### config.mk
export PLATFORM = sky130hd
export DESIGN_NAME = k_mutex_lamport_engine_core
export DESIGN_NICKNAME = d
export VERILOG_FILES = /design/src/rtl/kmle_pkg.sv /design/src/rtl/k_mutex_lamport_engine_core.sv
export SDC_FILE = /design/constraint.sdc
export NUM_CORES = 2
export LEC_CHECK = 0
export ABC_CLOCK_PERIOD_IN_PS = 10750
export BUFFER_PORTS_ARGS = -buffer_cell sky130_fd_sc_hd__buf_2
export CORE_ASPECT_RATIO = 0.6
export CORE_UTILIZATION = 63
export CTS_CLUSTER_SIZE = 8
export DETAILED_ROUTE_END_ITERATION = 6
export GPL_TIMING_DRIVEN = 1
export PLACE_DENSITY = 0.82
export SLEW_MARGIN = 5
export SYNTH_ARGS = -nofsm -noshare
export SYNTH_HDL_FRONTEND = slang
export SYNTH_SLANG_ARGS = --single-unit
### constraint.sdc
create_clock -name clock -period 10.75 [get_ports clock]
set_input_delay 2.15 -clock clock [delete_from_list [all_inputs] [get_ports clock]]
set_output_delay 2.15 -clock clock [all_outputs]
set_load 0.01 [all_outputs]
### src/rtl/kmle_pkg.sv
// kmle_pkg: shared types, codes and sizing constants of the k-mutex lamport engine
// depends on nothing; used by k_mutex_lamport_engine_core
package kmle_pkg;

   // sizing
   localparam int MAX_NODES   = 64;
   localparam int DEFER_DEPTH = 64;
   localparam int CLOCK_BITS  = 32;
   localparam int MAX_OUT     = 64;

   localparam int NODE_W  = 6;
   localparam int CNT_W   = 7;
   localparam int MSG_W   = 32;
   localparam int PTR_W   = $clog2(DEFER_DEPTH);
   localparam int FILL_W  = $clog2(DEFER_DEPTH + 1);
   localparam int DRAIN_W = $clog2(MAX_OUT + 1);
   localparam int ENTRY_W = NODE_W + MSG_W;

   // stream packing
   localparam int REQ_DATA_W = 72;
   localparam int RSP_DATA_W = 72;
   localparam int REQ_USER_W = 2;
   localparam int RSP_USER_W = 3;

   typedef logic [CLOCK_BITS-1:0] clk_type;
   typedef logic [MAX_NODES-1:0]  map_type;

   // input operations
   typedef enum logic [1:0] {
      OP_REQUEST = 2'd0,
      OP_REPLY   = 2'd1,
      OP_START   = 2'd2,
      OP_RELEASE = 2'd3
   } op_type;

   // result kinds
   typedef enum logic [1:0] {
      KIND_REPLY     = 2'd0,
      KIND_BROADCAST = 2'd1,
      KIND_GRANT     = 2'd2,
      KIND_UNUSED    = 2'd3
   } kind_type;

   // configuration register indexes
   typedef enum logic [1:0] {
      CSR_NODE_ID    = 2'd0,
      CSR_NODE_COUNT = 2'd1,
      CSR_CAPACITY   = 2'd2,
      CSR_NONE       = 2'd3
   } csr_type;

   // protocol phase
   typedef enum logic [2:0] {
      PH_IDLE = 3'b001,
      PH_REQ  = 3'b010,
      PH_HOLD = 3'b100
   } phase_type;

   // sequencer
   typedef enum logic [3:0] {
      ST_READY = 4'b0001,
      ST_GRANT = 4'b0010,
      ST_READ  = 4'b0100,
      ST_SEND  = 4'b1000
   } state_type;

   // grant once fewer than capacity peers are still unmarked (signed test)
   function automatic logic grant_ok(input logic [CNT_W-1:0] node_count,
                                     input logic [CNT_W-1:0] marked,
                                     input logic [CNT_W-1:0] capacity);
      logic signed [CNT_W+1:0] unmarked;
      unmarked = $signed({2'b00, node_count}) - $signed((CNT_W+2)'(1))
                 - $signed({2'b00, marked});
      return unmarked < $signed({2'b00, capacity});
   endfunction

endpackage

### src/rtl/k_mutex_lamport_engine_core.sv
// k_mutex_lamport_engine_core: one node of k-of-n mutual exclusion under lamport clocks
// deferred requests live in a synchronous stack memory; depends on kmle_pkg
//
// timing: a result is registered and on rsp in the cycle after its input transfer; a second result
// (grant notice) follows in the cycle after the first is taken.
// rate: one input per cycle while results are taken and no grant notice or drain is under way;
// a release drains the deferred stack one reply at a time (stack memory read, then output load).
// reset: synchronous, clears phase, clock, marks, stack fill and config to defaults.
module k_mutex_lamport_engine_core (
   input  logic                           clock,
   input  logic                           reset,
   // request stream
   input  logic                           req_tvalid,
   output logic                           req_tready,
   input  logic [kmle_pkg::REQ_DATA_W-1:0] req_tdata,  // sender, msg_clock, msg_id, zero pad
   input  logic [kmle_pkg::REQ_USER_W-1:0] req_tuser,  // operation
   // result stream
   output logic                           rsp_tvalid,
   input  logic                           rsp_tready,
   output logic [kmle_pkg::RSP_DATA_W-1:0] rsp_tdata,  // out_dest, out_clock, out_id, zero pad
   output logic [kmle_pkg::RSP_USER_W-1:0] rsp_tuser,  // out_kind, overflow
   output logic                           rsp_tlast,
   // configuration writes
   input  logic                           csr_valid,
   output logic                           csr_ready,
   input  logic [1:0]                     csr_index,
   input  logic [kmle_pkg::CNT_W-1:0]     csr_data
);

   // configuration registers
   logic [kmle_pkg::NODE_W-1:0] node_id_ff;
   logic [kmle_pkg::CNT_W-1:0]  node_count_ff;
   logic [kmle_pkg::CNT_W-1:0]  capacity_ff;

   // engine state
   kmle_pkg::phase_type         phase_ff, phase_in;
   kmle_pkg::state_type         st_ff, st_in;
   kmle_pkg::clk_type           clock_ff, clock_in;
   kmle_pkg::clk_type           own_ff, own_in;
   kmle_pkg::map_type           accept_map_ff, accept_map_in;
   logic [kmle_pkg::CNT_W-1:0]  accept_cnt_ff, accept_cnt_in;
   logic [kmle_pkg::FILL_W-1:0] fill_ff, fill_in;
   logic [kmle_pkg::DRAIN_W-1:0] drain_cnt_ff, drain_cnt_in;

   // output register
   logic                        rsp_valid_ff, rsp_valid_in;
   kmle_pkg::kind_type          rsp_kind_ff, rsp_kind_in;
   logic [kmle_pkg::NODE_W-1:0] rsp_dest_ff, rsp_dest_in;
   logic [kmle_pkg::MSG_W-1:0]  rsp_clock_ff, rsp_clock_in;
   logic [kmle_pkg::MSG_W-1:0]  rsp_id_ff, rsp_id_in;
   logic                        rsp_ovf_ff, rsp_ovf_in;
   logic                        rsp_last_ff, rsp_last_in;

   // deferred stack memory
   logic [kmle_pkg::ENTRY_W-1:0] stack_mem [kmle_pkg::DEFER_DEPTH];
   logic [kmle_pkg::ENTRY_W-1:0] rd_data_ff;
   logic [kmle_pkg::PTR_W-1:0]   rd_addr;
   logic                         push;

   // decoded input
   kmle_pkg::op_type            op;
   logic [kmle_pkg::NODE_W-1:0] sender;
   kmle_pkg::clk_type           mclk;
   logic [kmle_pkg::MSG_W-1:0]  mid;
   kmle_pkg::clk_type           clk_max;
   kmle_pkg::clk_type           clk_rx;
   kmle_pkg::clk_type           clk_start;
   logic                        req_fire;
   logic                        out_free;
   logic                        is_lower;
   logic                        can_mark;
   logic [kmle_pkg::CNT_W-1:0]  cnt_marked;
   logic                        stack_full;
   logic                        drain_last;

   assign op     = kmle_pkg::op_type'(req_tuser[1:0]);
   assign sender = req_tdata[5:0];
   assign mclk   = kmle_pkg::clk_type'(req_tdata[37:6]);
   assign mid    = req_tdata[69:38];

   assign out_free   = !rsp_valid_ff || rsp_tready;
   assign req_tready = (st_ff == kmle_pkg::ST_READY) && out_free;
   assign req_fire   = req_tvalid && req_tready;
   assign csr_ready  = 1'b1;

   // lamport update on receipt and on start
   assign clk_max   = (clock_ff > mclk) ? clock_ff : mclk;
   assign clk_rx    = clk_max + kmle_pkg::clk_type'(1);
   assign clk_start = clock_ff + kmle_pkg::clk_type'(1);

   // priority and marking of the sender
   assign is_lower   = (own_ff < mclk) || ((own_ff == mclk) && (sender > node_id_ff));
   assign can_mark   = (sender != node_id_ff) && ({1'b0, sender} < node_count_ff)
                       && !accept_map_ff[sender];
   assign cnt_marked = can_mark ? accept_cnt_ff + kmle_pkg::CNT_W'(1) : accept_cnt_ff;
   assign stack_full = (fill_ff == kmle_pkg::FILL_W'(kmle_pkg::DEFER_DEPTH));
   assign drain_last = (fill_ff == '0) || (drain_cnt_ff == kmle_pkg::DRAIN_W'(kmle_pkg::MAX_OUT));

   // next state and result selection
   always_comb begin
      phase_in      = phase_ff;
      st_in         = st_ff;
      clock_in      = clock_ff;
      own_in        = own_ff;
      accept_map_in = accept_map_ff;
      accept_cnt_in = accept_cnt_ff;
      fill_in       = fill_ff;
      drain_cnt_in  = drain_cnt_ff;
      push          = 1'b0;
      rd_addr       = kmle_pkg::PTR_W'(fill_ff - kmle_pkg::FILL_W'(1));
      rsp_valid_in  = rsp_valid_ff && !rsp_tready;
      rsp_kind_in   = rsp_kind_ff;
      rsp_dest_in   = rsp_dest_ff;
      rsp_clock_in  = rsp_clock_ff;
      rsp_id_in     = rsp_id_ff;
      rsp_ovf_in    = rsp_ovf_ff;
      rsp_last_in   = rsp_last_ff;

      case (st_ff)
         kmle_pkg::ST_READY: begin
            if (req_fire) begin
               case (op)
                  kmle_pkg::OP_REQUEST: begin
                     clock_in     = clk_rx;
                     rsp_kind_in  = kmle_pkg::KIND_REPLY;
                     rsp_dest_in  = sender;
                     rsp_clock_in = kmle_pkg::MSG_W'(clk_rx);
                     rsp_id_in    = mid;
                     rsp_ovf_in   = 1'b0;
                     rsp_last_in  = 1'b1;
                     if (phase_ff == kmle_pkg::PH_IDLE ||
                         (phase_ff == kmle_pkg::PH_REQ && !is_lower)) begin
                        // answer at once
                        rsp_valid_in = 1'b1;
                     end else begin
                        // defer, or flag a lost deferral
                        if (stack_full) begin
                           rsp_valid_in = 1'b1;
                           rsp_ovf_in   = 1'b1;
                        end else begin
                           push    = 1'b1;
                           fill_in = fill_ff + kmle_pkg::FILL_W'(1);
                        end
                        if (phase_ff == kmle_pkg::PH_REQ) begin
                           if (can_mark) begin
                              accept_map_in = accept_map_ff
                                              | (kmle_pkg::map_type'(1) << sender);
                              accept_cnt_in = cnt_marked;
                           end
                           if (kmle_pkg::grant_ok(node_count_ff, cnt_marked, capacity_ff)) begin
                              phase_in = kmle_pkg::PH_HOLD;
                              if (stack_full) begin
                                 rsp_last_in = 1'b0;
                                 st_in       = kmle_pkg::ST_GRANT;
                              end else begin
                                 rsp_valid_in = 1'b1;
                                 rsp_kind_in  = kmle_pkg::KIND_GRANT;
                                 rsp_dest_in  = '0;
                                 rsp_id_in    = kmle_pkg::MSG_W'(own_ff);
                              end
                           end
                        end
                     end
                  end
                  kmle_pkg::OP_REPLY: begin
                     clock_in = clk_rx;
                     if (phase_ff == kmle_pkg::PH_REQ && mid == kmle_pkg::MSG_W'(own_ff)) begin
                        if (can_mark) begin
                           accept_map_in = accept_map_ff | (kmle_pkg::map_type'(1) << sender);
                           accept_cnt_in = cnt_marked;
                        end
                        if (kmle_pkg::grant_ok(node_count_ff, cnt_marked, capacity_ff)) begin
                           phase_in     = kmle_pkg::PH_HOLD;
                           rsp_valid_in = 1'b1;
                           rsp_kind_in  = kmle_pkg::KIND_GRANT;
                           rsp_dest_in  = '0;
                           rsp_clock_in = kmle_pkg::MSG_W'(clk_rx);
                           rsp_id_in    = kmle_pkg::MSG_W'(own_ff);
                           rsp_ovf_in   = 1'b0;
                           rsp_last_in  = 1'b1;
                        end
                     end
                  end
                  kmle_pkg::OP_START: begin
                     if (phase_ff == kmle_pkg::PH_IDLE) begin
                        clock_in      = clk_start;
                        own_in        = clk_start;
                        accept_map_in = '0;
                        accept_cnt_in = '0;
                        phase_in      = kmle_pkg::PH_REQ;
                        rsp_valid_in  = 1'b1;
                        rsp_kind_in   = kmle_pkg::KIND_BROADCAST;
                        rsp_dest_in   = '0;
                        rsp_clock_in  = kmle_pkg::MSG_W'(clk_start);
                        rsp_id_in     = kmle_pkg::MSG_W'(clk_start);
                        rsp_ovf_in    = 1'b0;
                        rsp_last_in   = 1'b1;
                        // immediate grant when capacity covers the peers
                        if (kmle_pkg::grant_ok(node_count_ff, '0, capacity_ff)) begin
                           phase_in    = kmle_pkg::PH_HOLD;
                           rsp_last_in = 1'b0;
                           st_in       = kmle_pkg::ST_GRANT;
                        end
                     end
                  end
                  kmle_pkg::OP_RELEASE: begin
                     if (phase_ff == kmle_pkg::PH_HOLD) begin
                        if (fill_ff == '0) begin
                           phase_in = kmle_pkg::PH_IDLE;
                        end else begin
                           drain_cnt_in = '0;
                           st_in        = kmle_pkg::ST_READ;
                        end
                     end
                  end
                  default: begin
                  end
               endcase
            end
         end
         // second result of an item: the grant notice
         kmle_pkg::ST_GRANT: begin
            if (out_free) begin
               rsp_valid_in = 1'b1;
               rsp_kind_in  = kmle_pkg::KIND_GRANT;
               rsp_dest_in  = '0;
               rsp_clock_in = kmle_pkg::MSG_W'(clock_ff);
               rsp_id_in    = kmle_pkg::MSG_W'(own_ff);
               rsp_ovf_in   = 1'b0;
               rsp_last_in  = 1'b1;
               st_in        = kmle_pkg::ST_READY;
            end
         end
         // pop: read the top entry
         kmle_pkg::ST_READ: begin
            fill_in      = fill_ff - kmle_pkg::FILL_W'(1);
            drain_cnt_in = drain_cnt_ff + kmle_pkg::DRAIN_W'(1);
            st_in        = kmle_pkg::ST_SEND;
         end
         // pop: send the reply that was read
         kmle_pkg::ST_SEND: begin
            if (out_free) begin
               rsp_valid_in = 1'b1;
               rsp_kind_in  = kmle_pkg::KIND_REPLY;
               rsp_dest_in  = rd_data_ff[kmle_pkg::NODE_W-1:0];
               rsp_clock_in = kmle_pkg::MSG_W'(clock_ff);
               rsp_id_in    = rd_data_ff[kmle_pkg::ENTRY_W-1:kmle_pkg::NODE_W];
               rsp_ovf_in   = 1'b0;
               rsp_last_in  = drain_last;
               if (drain_last) begin
                  st_in = kmle_pkg::ST_READY;
                  if (fill_ff == '0) begin
                     phase_in = kmle_pkg::PH_IDLE;
                  end
               end else begin
                  st_in = kmle_pkg::ST_READ;
               end
            end
         end
         default: begin
            st_in = kmle_pkg::ST_READY;
         end
      endcase
   end

   // control registers
   always_ff @(posedge clock) begin
      if (reset) begin
         node_id_ff    <= '0;
         node_count_ff <= kmle_pkg::CNT_W'(2);
         capacity_ff   <= kmle_pkg::CNT_W'(1);
         phase_ff      <= kmle_pkg::PH_IDLE;
         st_ff         <= kmle_pkg::ST_READY;
         clock_ff      <= '0;
         own_ff        <= '0;
         accept_map_ff <= '0;
         accept_cnt_ff <= '0;
         fill_ff       <= '0;
         drain_cnt_ff  <= '0;
         rsp_valid_ff  <= 1'b0;
      end else begin
         if (csr_valid && csr_ready) begin
            case (kmle_pkg::csr_type'(csr_index))
               kmle_pkg::CSR_NODE_ID:    node_id_ff    <= csr_data[kmle_pkg::NODE_W-1:0];
               kmle_pkg::CSR_NODE_COUNT: node_count_ff <= csr_data;
               kmle_pkg::CSR_CAPACITY:   capacity_ff   <= csr_data;
               default: begin
               end
            endcase
         end
         phase_ff      <= phase_in;
         st_ff         <= st_in;
         clock_ff      <= clock_in;
         own_ff        <= own_in;
         accept_map_ff <= accept_map_in;
         accept_cnt_ff <= accept_cnt_in;
         fill_ff       <= fill_in;
         drain_cnt_ff  <= drain_cnt_in;
         rsp_valid_ff  <= rsp_valid_in;
      end
   end

   // result payload
   always_ff @(posedge clock) begin
      rsp_kind_ff  <= rsp_kind_in;
      rsp_dest_ff  <= rsp_dest_in;
      rsp_clock_ff <= rsp_clock_in;
      rsp_id_ff    <= rsp_id_in;
      rsp_ovf_ff   <= rsp_ovf_in;
      rsp_last_ff  <= rsp_last_in;
   end

   // stack memory: push on defer, registered read on pop
   always_ff @(posedge clock) begin
      if (push) begin
         stack_mem[fill_ff[kmle_pkg::PTR_W-1:0]] <= {mid, sender};
      end
      if (st_ff == kmle_pkg::ST_READ) begin
         rd_data_ff <= stack_mem[rd_addr];
      end
   end

   // stream outputs
   assign rsp_tvalid = rsp_valid_ff;
   assign rsp_tdata  = {2'b00, rsp_id_ff, rsp_clock_ff, rsp_dest_ff};
   assign rsp_tuser  = {rsp_ovf_ff, rsp_kind_ff};
   assign rsp_tlast  = rsp_last_ff;

   // checks
   a_fill_bound: assert property (@(posedge clock) disable iff (reset)
      fill_ff <= kmle_pkg::FILL_W'(kmle_pkg::DEFER_DEPTH))
      else $error("stack fill beyond depth");

   a_count_map: assert property (@(posedge clock) disable iff (reset)
      accept_cnt_ff == kmle_pkg::CNT_W'($countones(accept_map_ff)))
      else $error("accept count out of step with accept map");

   a_drain_hold: assert property (@(posedge clock) disable iff (reset)
      (st_ff == kmle_pkg::ST_READ || st_ff == kmle_pkg::ST_SEND || st_ff == kmle_pkg::ST_GRANT)
      |-> phase_ff == kmle_pkg::PH_HOLD)
      else $error("drain or grant outside holding");

   a_grant_hold: assert property (@(posedge clock) disable iff (reset)
      (rsp_valid_ff && rsp_tready && rsp_kind_ff == kmle_pkg::KIND_GRANT)
      |-> phase_ff == kmle_pkg::PH_HOLD)
      else $error("grant transfer while not holding");

   a_drain_limit: assert property (@(posedge clock) disable iff (reset)
      drain_cnt_ff <= kmle_pkg::DRAIN_W'(kmle_pkg::MAX_OUT))
      else $error("drain count beyond limit");

endmodule
# Word-level counts from Yosys, hierarchy flattened
# Memories as Yosys holds them, arrays and structs flattened. A register that Yosys moved wholly into a read port is not among the register bits.
# Index checks and enable logic that the tools add are counted.
dict set report word_totals {
  memories 1
  wordCells 255
  out_inout_bits 79
  ram_bits 2432
  regBits 251
  inputBits 88
}
# memory depth width read_ports rd_clocked_by_memory_dff wr line_no
set memory_table {}
lappend memory_table {stack_mem 64 38 1 1 1 k_mutex_lamport_engine_core.sv:55} ;# logic [kmle_pkg::ENTRY_W-1:0] stack_mem [kmle_pkg::DEFER_DEPTH];
dict set report classes {
  bitwise 1
  n_addsub 8
  n_lt_le_gt_ge 7
  reduce_logical 39
  shift 1
  mux 136
  eq_ne 44
}
# op n
set op_table {}
lappend op_table {{two-way mux 32 bit} 15}
lappend op_table {{two-way mux 64 bit} 5}
lappend op_table {{case mux 32 bit (3 select lines)} 3}
lappend op_table {{case mux 64 bit (3 select lines)} 1}
lappend op_table {{case mux 32 bit (2 select lines)} 2}
lappend op_table {{two-way mux 7 bit} 14}
lappend op_table {{adder 32 x 1 -> 32 bit, second input constant} 2}
lappend op_table {{equality test 32 bit} 2}
lappend op_table {{bitwise OR 64 bit} 1}
lappend op_table {{left shift 1 x 6 -> 64 bit, first input constant} 1}
lappend op_table {{two-way mux 6 bit} 10}
lappend op_table {{two-way mux 4 bit} 11}
lappend op_table {{two-way mux 3 bit} 12}
lappend op_table {{case mux 6 bit (3 select lines)} 2}
lappend op_table {{two-way mux 1 bit} 35}
lappend op_table {{greater-than comparator 32 bit} 1}
lappend op_table {{less-than comparator 32 bit} 1}
lappend op_table {{inequality test 3 bit, second input constant} 10}
lappend op_table {{case mux 7 bit (2 select lines)} 2}
lappend op_table {{inequality test 2 bit, second input constant} 11}
lappend op_table {{adder 7 x 1 -> 7 bit, second input constant} 3}
lappend op_table {{case mux 7 bit (3 select lines)} 1}
lappend op_table {{two-way mux 2 bit} 10}
lappend op_table {{case mux 4 bit (4 select lines)} 1}
lappend op_table {{other kinds (43)} 80}

# Depth between registers and ports, before layout
dict set report logic_depth {
  depth_word 13
  depth_mapped 29
  ltp_nobuf 25
}

# Worst setup path before layout
# OpenSTA, ideal clock, no wires.
dict set report synth_path {
  path_kind {input to register}
  start {input req_tdata[0] (netlist bit)}
  end {register rsp_dest_ff[0] (netlist bit) (enable)}
  t_arrival_ns 8.646
  setup_ns 0.453
  required_ns 10.297
  n_path_buf 3
  path_stages 28
  slack_ns 1.651
  cell_sequence {buf_2 -> clkbuf_1 -> inv_1 -> ha_1 -> nand2_1 -> o22ai_1 -> a21oi_1 -> nor4bb_1 -> a31o_2 -> buf_2 -> xor2_1 -> ha_1 -> inv_1 -> fa_1 -> nand2_1 -> nand2_1 -> a21oi_1 -> o21bai_1 -> a21oi_1 -> xnor2_1 -> ha_1 -> nand3_1 -> a21oi_1 -> a211oi_1 -> nor2_1 -> nand2_1 -> nand3_1 -> a21oi_1}
}
dict set report synth_via {
  elab_chain_len 9
  elab_cells_between_ends 12
  cone_classes {add/sub: 1; order compare: 2; eq/ne: 2; mux: 3; reduce/logical: 4}
}
# element line_no
set synth_rtl {}
lappend synth_rtl {{start: declaration} k_mutex_lamport_engine_core.sv:15} ;# input logic [kmle_pkg::REQ_DATA_W-1:0] req_tdata,
lappend synth_rtl {{binary-select mux 1 bit (select 6 bit)} k_mutex_lamport_engine_core.sv:94} ;# && !accept_map_ff[sender];
lappend synth_rtl {{two-way mux 1 bit (not written as such)} k_mutex_lamport_engine_core.sv:94}
lappend synth_rtl {{zero test 1 bit} k_mutex_lamport_engine_core.sv:94}
lappend synth_rtl {{logical AND 1 bit (*)} k_mutex_lamport_engine_core.sv:94}
lappend synth_rtl {{two-way mux 7 bit (*)} k_mutex_lamport_engine_core.sv:95} ;# assign cnt_marked = can_mark ? accept_cnt_ff + kmle_pkg::CNT_W'(1) : accept_cnt_ff;
lappend synth_rtl {{subtractor 8 x 8 -> 9 bit (*)} kmle_pkg.sv:73} ;# - $signed({2'b00, marked});
lappend synth_rtl {{less-than comparator 9 x 8 -> 1 bit (*)} kmle_pkg.sv:74} ;# return unmarked < $signed({2'b00, capacity});
lappend synth_rtl {{inequality test 3 bit (no line) (*)} --}
lappend synth_rtl {{AND reduction 8 bit (no line) (*)} --}
lappend synth_rtl {{end signal: assignment} k_mutex_lamport_engine_core.sv:306} ;# rsp_dest_ff <= rsp_dest_in;
lappend synth_rtl {{end: declaration} k_mutex_lamport_engine_core.sv:48} ;# logic [kmle_pkg::NODE_W-1:0] rsp_dest_ff, rsp_dest_in;
# Mark *: on every way between the ends. The rest lies on a longest branch, timed or not. The select of a mux whose other input is x is not followed.
# A chain may end at the register's enable or synchronous reset.

# Worst setup path after layout
dict set report layout_path {
  start {input req_tdata[0] (netlist bit)}
  end {register rsp_id_ff[20] (netlist bit) (data pin)}
}
dict set report layout_via {
  elab_chain_len 13
  elab_cells_between_ends 22
  cone_classes {add/sub: 1; order compare: 3; eq/ne: 1; mux: 9; reduce/logical: 8}
}
# element line_no
set layout_rtl {}
lappend layout_rtl {{binary-select mux 1 bit (select 6 bit)} k_mutex_lamport_engine_core.sv:94}
lappend layout_rtl {{two-way mux 1 bit (not written as such)} k_mutex_lamport_engine_core.sv:94}
lappend layout_rtl {{zero test 1 bit} k_mutex_lamport_engine_core.sv:94}
lappend layout_rtl {{logical AND 1 bit} k_mutex_lamport_engine_core.sv:94}
lappend layout_rtl {{two-way mux 7 bit} k_mutex_lamport_engine_core.sv:95}
lappend layout_rtl {{subtractor 8 x 8 -> 9 bit} kmle_pkg.sv:73}
lappend layout_rtl {{less-than comparator 9 x 8 -> 1 bit} kmle_pkg.sv:74}
lappend layout_rtl {{two-way mux 32 bit} k_mutex_lamport_engine_core.sv:150} ;# if (kmle_pkg::grant_ok(node_count_ff, cnt_marked, capacity_ff)) begin
lappend layout_rtl {{two-way mux 32 bit} k_mutex_lamport_engine_core.sv:144} ;# if (phase_ff == kmle_pkg::PH_REQ) begin
lappend layout_rtl {{two-way mux 32 bit (*)} k_mutex_lamport_engine_core.sv:131} ;# if (phase_ff == kmle_pkg::PH_IDLE ||
lappend layout_rtl {{case mux 32 bit (3 select lines) (*)} k_mutex_lamport_engine_core.sv:122} ;# case (op)
lappend layout_rtl {{two-way mux 32 bit (*)} k_mutex_lamport_engine_core.sv:121} ;# if (req_fire) begin
lappend layout_rtl {{case mux 32 bit (3 select lines) (*)} k_mutex_lamport_engine_core.sv:119} ;# case (st_ff)
lappend layout_rtl {{named net rsp_id_in (one bit)} k_mutex_lamport_engine_core.sv:50} ;# logic [kmle_pkg::MSG_W-1:0] rsp_id_ff, rsp_id_in;
lappend layout_rtl {{end signal: assignment} k_mutex_lamport_engine_core.sv:308} ;# rsp_id_ff <= rsp_id_in;
lappend layout_rtl {{end: declaration} k_mutex_lamport_engine_core.sv:50}
# The timed path passes the listed nets; every way through them passes the cells marked *. The select of a mux whose other input is x is not followed.

==> impl_metrics.json <==
{
  "tritoncts": "done",
  "slew_viol_final": 0,
  "grt_max_degree": 129,
  "cts_max_path_buffers": 4,
  "drive_above_1_share_pct": 26.9,
  "syn_inst": 5553,
  "antenna_found_initial": 23,
  "avgSynthCellArea_um2": 19.8,
  "synth-seq-cells": 2721,
  "die_h_um": 325,
  "cts.sink_count": 2721,
  "fp.dieW_um": 541,
  "hpwl_um": 175000,
  "cap_viol_max_count": 0,
  "synth_area_mm2": 0.110,
  "fill_cells": 9349,
  "io_pins": 167,
  "syn_to_final_growth_pct": 13.3,
  "drtAntennaViolNets": 0,
  "synth_edf_count": 2544,
  "fin_crit_ps": 8500,
  "track_usage_pct": 39.0,
  "hold_buffers": 0,
  "post_cts_buffers": 0,
  "max_freq_mhz": 118,
  "multi_input_area_mm2": 0.0286,
  "vias": 63800,
  "grt_pass1_wl_um": 477000,
  "slew_headroom_pct": 13.6,
  "totalWireLength_um": 341000,
  "drc_errors": 9,
  "initial_core_util_pct": 63.5,
  "fin_skew_ps": 59.1,
  "first_pass_iters": 7,
  "ff2ff_setup_slack_ps": 3820,
  "startpoint_type": "input pin",
  "seq_area_mm2": 0.0799,
  "layout.nets": 6128,
  "rsz0062_at_grt": "no",
  "yosysSeqAreaShare_pct": 72.9,
  "status": "complete, but fails checks",
  "path_max_fanout": 66,
  "ys.flop_type": "edfxtp_1",
  "power_leakage_nw": 38.9,
  "worstSetupPathType": "input pin to register",
  "hold_viol_final": 0,
  "rows": 118,
  "hold_path_class": "register to register",
  "cts_root_buf": "clkbuf_16",
  "insertion_delay_ps": 890,
  "end_kind": "register",
  "async_flop_share_pct": 0,
  "post-route-period-util_pct": 79.1,
  "tns_ps": 0,
  "post_cts_resized": 0,
  "htreeDepth": 5,
  "grt_pass1_vias": 64100,
  "synth_warnings": 0,
  "ir_drop_mv": 0.251,
  "cts.clk_slew.worst_paths_ps": 60,
  "setup_viol": 0,
  "cts_made_buffers": 382,
  "synth_cell_types": 85,
  "violations": "design-rule violations",
  "worst_pin_slew_ps": 1300,
  "place_congestion": 0.957,
  "routedWlPerCell_um": 41.0,
  "cp_data_arrival_time_ps": 9110,
  "core_mm2": 0.173,
  "whs_ps": 466,
  "vias_per_cell": 7.66,
  "powerDensity_mw_per_mm2": 204,
  "die_area_mm2": 0.176,
  "grt_remaining_overflow": 0,
  "drt-initial-drc-count": 11800,
  "required_ps": 11350,
  "port_buffers": 161
}
## worst max-delay path: stages
cell      delay (ps)
buf_2            290
buf_4            410
nand2b_1         240
a21o_1           180
a211o_1          280
a21oi_1          330
nor4bb_1         340
a31o_2           380
mux2i_1          430
ha_1             290
nor2b_1          120
o21ai_0          210
a21boi_0         160
o21ai_0          290
nor2b_1          210
xnor2_1          140
ha_1             260
a21o_1           180
a21o_1           170
a211oi_1         230
buf_4            220
nor2_1           170
nor2_4           160
buf_4            380
nor2_1           100
buf_4            270
a221o_1          430
## worst paths after layout
kind	from	endpoint	cells past startpoint
max	req_tdata[0]	rsp_id_ff[20]	27
min	accept_map_ff[59]	accept_map_ff[59]	2
max reg2reg	node_count_ff[1]	rsp_id_ff[20]	26
min reg2reg	accept_map_ff[59]	accept_map_ff[59]	2
## sequential cells by signal, summed over array words and instances, names as in the netlist, 2 cells and up
register and cells:
node_count_ff 7, phase_ff 3, accept_map_ff 64, own_ff 32, rsp_clock_ff 32, rsp_dest_ff 6
accept_cnt_ff 7, fill_ff 7, stack_mem 2432, st_ff 4, clock_ff 32, rd_data_ff 38
rsp_kind_ff 2, drain_cnt_ff 7, node_id_ff 6, capacity_ff 7, rsp_id_ff 32
## where the power goes
part | total, mW | internal (mW) | switching [mW]
sequential | 11.9 | 11.8 | 0.137
combinational | 2.45 | 0.907 | 1.55
clock | 11.0 | 6.45 | 4.52
## kinds of logic (layout without fill, tap and decap cells)
group	count (synthesis)	count (layout)	synth area share, %
simple gates	782	782	3.37
compound gates	560	560	3.48
xor+xnor	129	129	1.03
other cells	2	11	0.00685
flops	2721	2721	72.9
fa+ha+maj	109	109	1.25
mux	838	838	16.4
buf+inv	412	896	1.54
## cell usage after synthesis (12+ instances only)
master / number / share of area (%)
buf_4: 12 / 0.082
o22ai_1: 22 / 0.13
a211oi_1: 78 / 0.53
a21o_1: 19 / 0.13
a31oi_1: 113 / 0.64
buf_1: 57 / 0.20
and3_1: 16 / 0.091
a22oi_1: 23 / 0.16
inv_1: 79 / 0.27
a221o_1: 17 / 0.16
mux2i_1: 56 / 0.51
ha_1: 108 / 1.2
or3_1: 20 / 0.11
xnor2_1: 70 / 0.56
dfxtp_1: 177 / 3.2
a21oi_1: 65 / 0.30
nor3_1: 38 / 0.17
nand3_1: 52 / 0.24
nand4_1: 31 / 0.18
nand2_1: 211 / 0.72
o221ai_1: 16 / 0.13
buf_2: 33 / 0.15
and2_1: 38 / 0.22
clkbuf_1: 222 / 0.76
mux4_2: 770 / 16
xor2_1: 59 / 0.47
edfxtp_1: 2544 / 70
nand2b_1: 12 / 0.068
nor2_1: 275 / 0.94
mux2_2: 12 / 0.12
o21ai_0: 99 / 0.45
nor4_1: 24 / 0.14
## cell type report
type,count,area share (%)
Antenna cell,8,0.0161
Multi-Input combinational cell,2421,23.1
Clock inverter,18,0.232
Sequential cell,2721,64.3
Tap cell,2280,2.30
Timing Repair Buffer,325,1.74
Clock buffer,473,8.07
Inverter,80,0.242
## stage by stage
step	std cells	utilization (%)	worst slack, ps	total power, mW	instance area [um^2]
after global routing	8321	71.9	1850	25.7	124000
after CTS	8318	71.9	2430	25.2	124000
final	8326	71.9	2250	25.3	124000
after detailed placement	7827	65.9	1620	14.4	114000
after global placement	7827	65.9	1750	14.3	114000
after floorplan	5554	-	1650	13.5	110000
## layout by cell type (no fill, tap or decap), types with 52 or more instances in the layout
| cell | n |
|---|---|
| a21oi_1 | 63 |
| nand3_1 | 52 |
| mux2i_1 | 56 |
| mux4_2 | 770 |
| nor2_1 | 221 |
| clkbuf_1 | 85 |
| o21ai_0 | 99 |
| nor2_4 | 55 |
| dfxtp_1 | 176 |
| clkbuf_16 | 388 |
| a211oi_1 | 78 |
| nand2_1 | 211 |
| buf_4 | 155 |
| inv_1 | 78 |
| xnor2_1 | 66 |
| buf_2 | 160 |
| ha_1 | 107 |
| a31oi_1 | 113 |
| edfxtp_1 | 2544 |
| xor2_1 | 58 |
## per-layer routing
layer,GRT usage (%),share of wire [%],up-vias
met2,57.6,45,6420
met5,0,0.037,-
met1,53.1,34,32500
met3,13.4,15,1205
met4,17.9,5.2,18
li1,-,-,23600
Note: power is estimated with default switching activity, not from simulation.
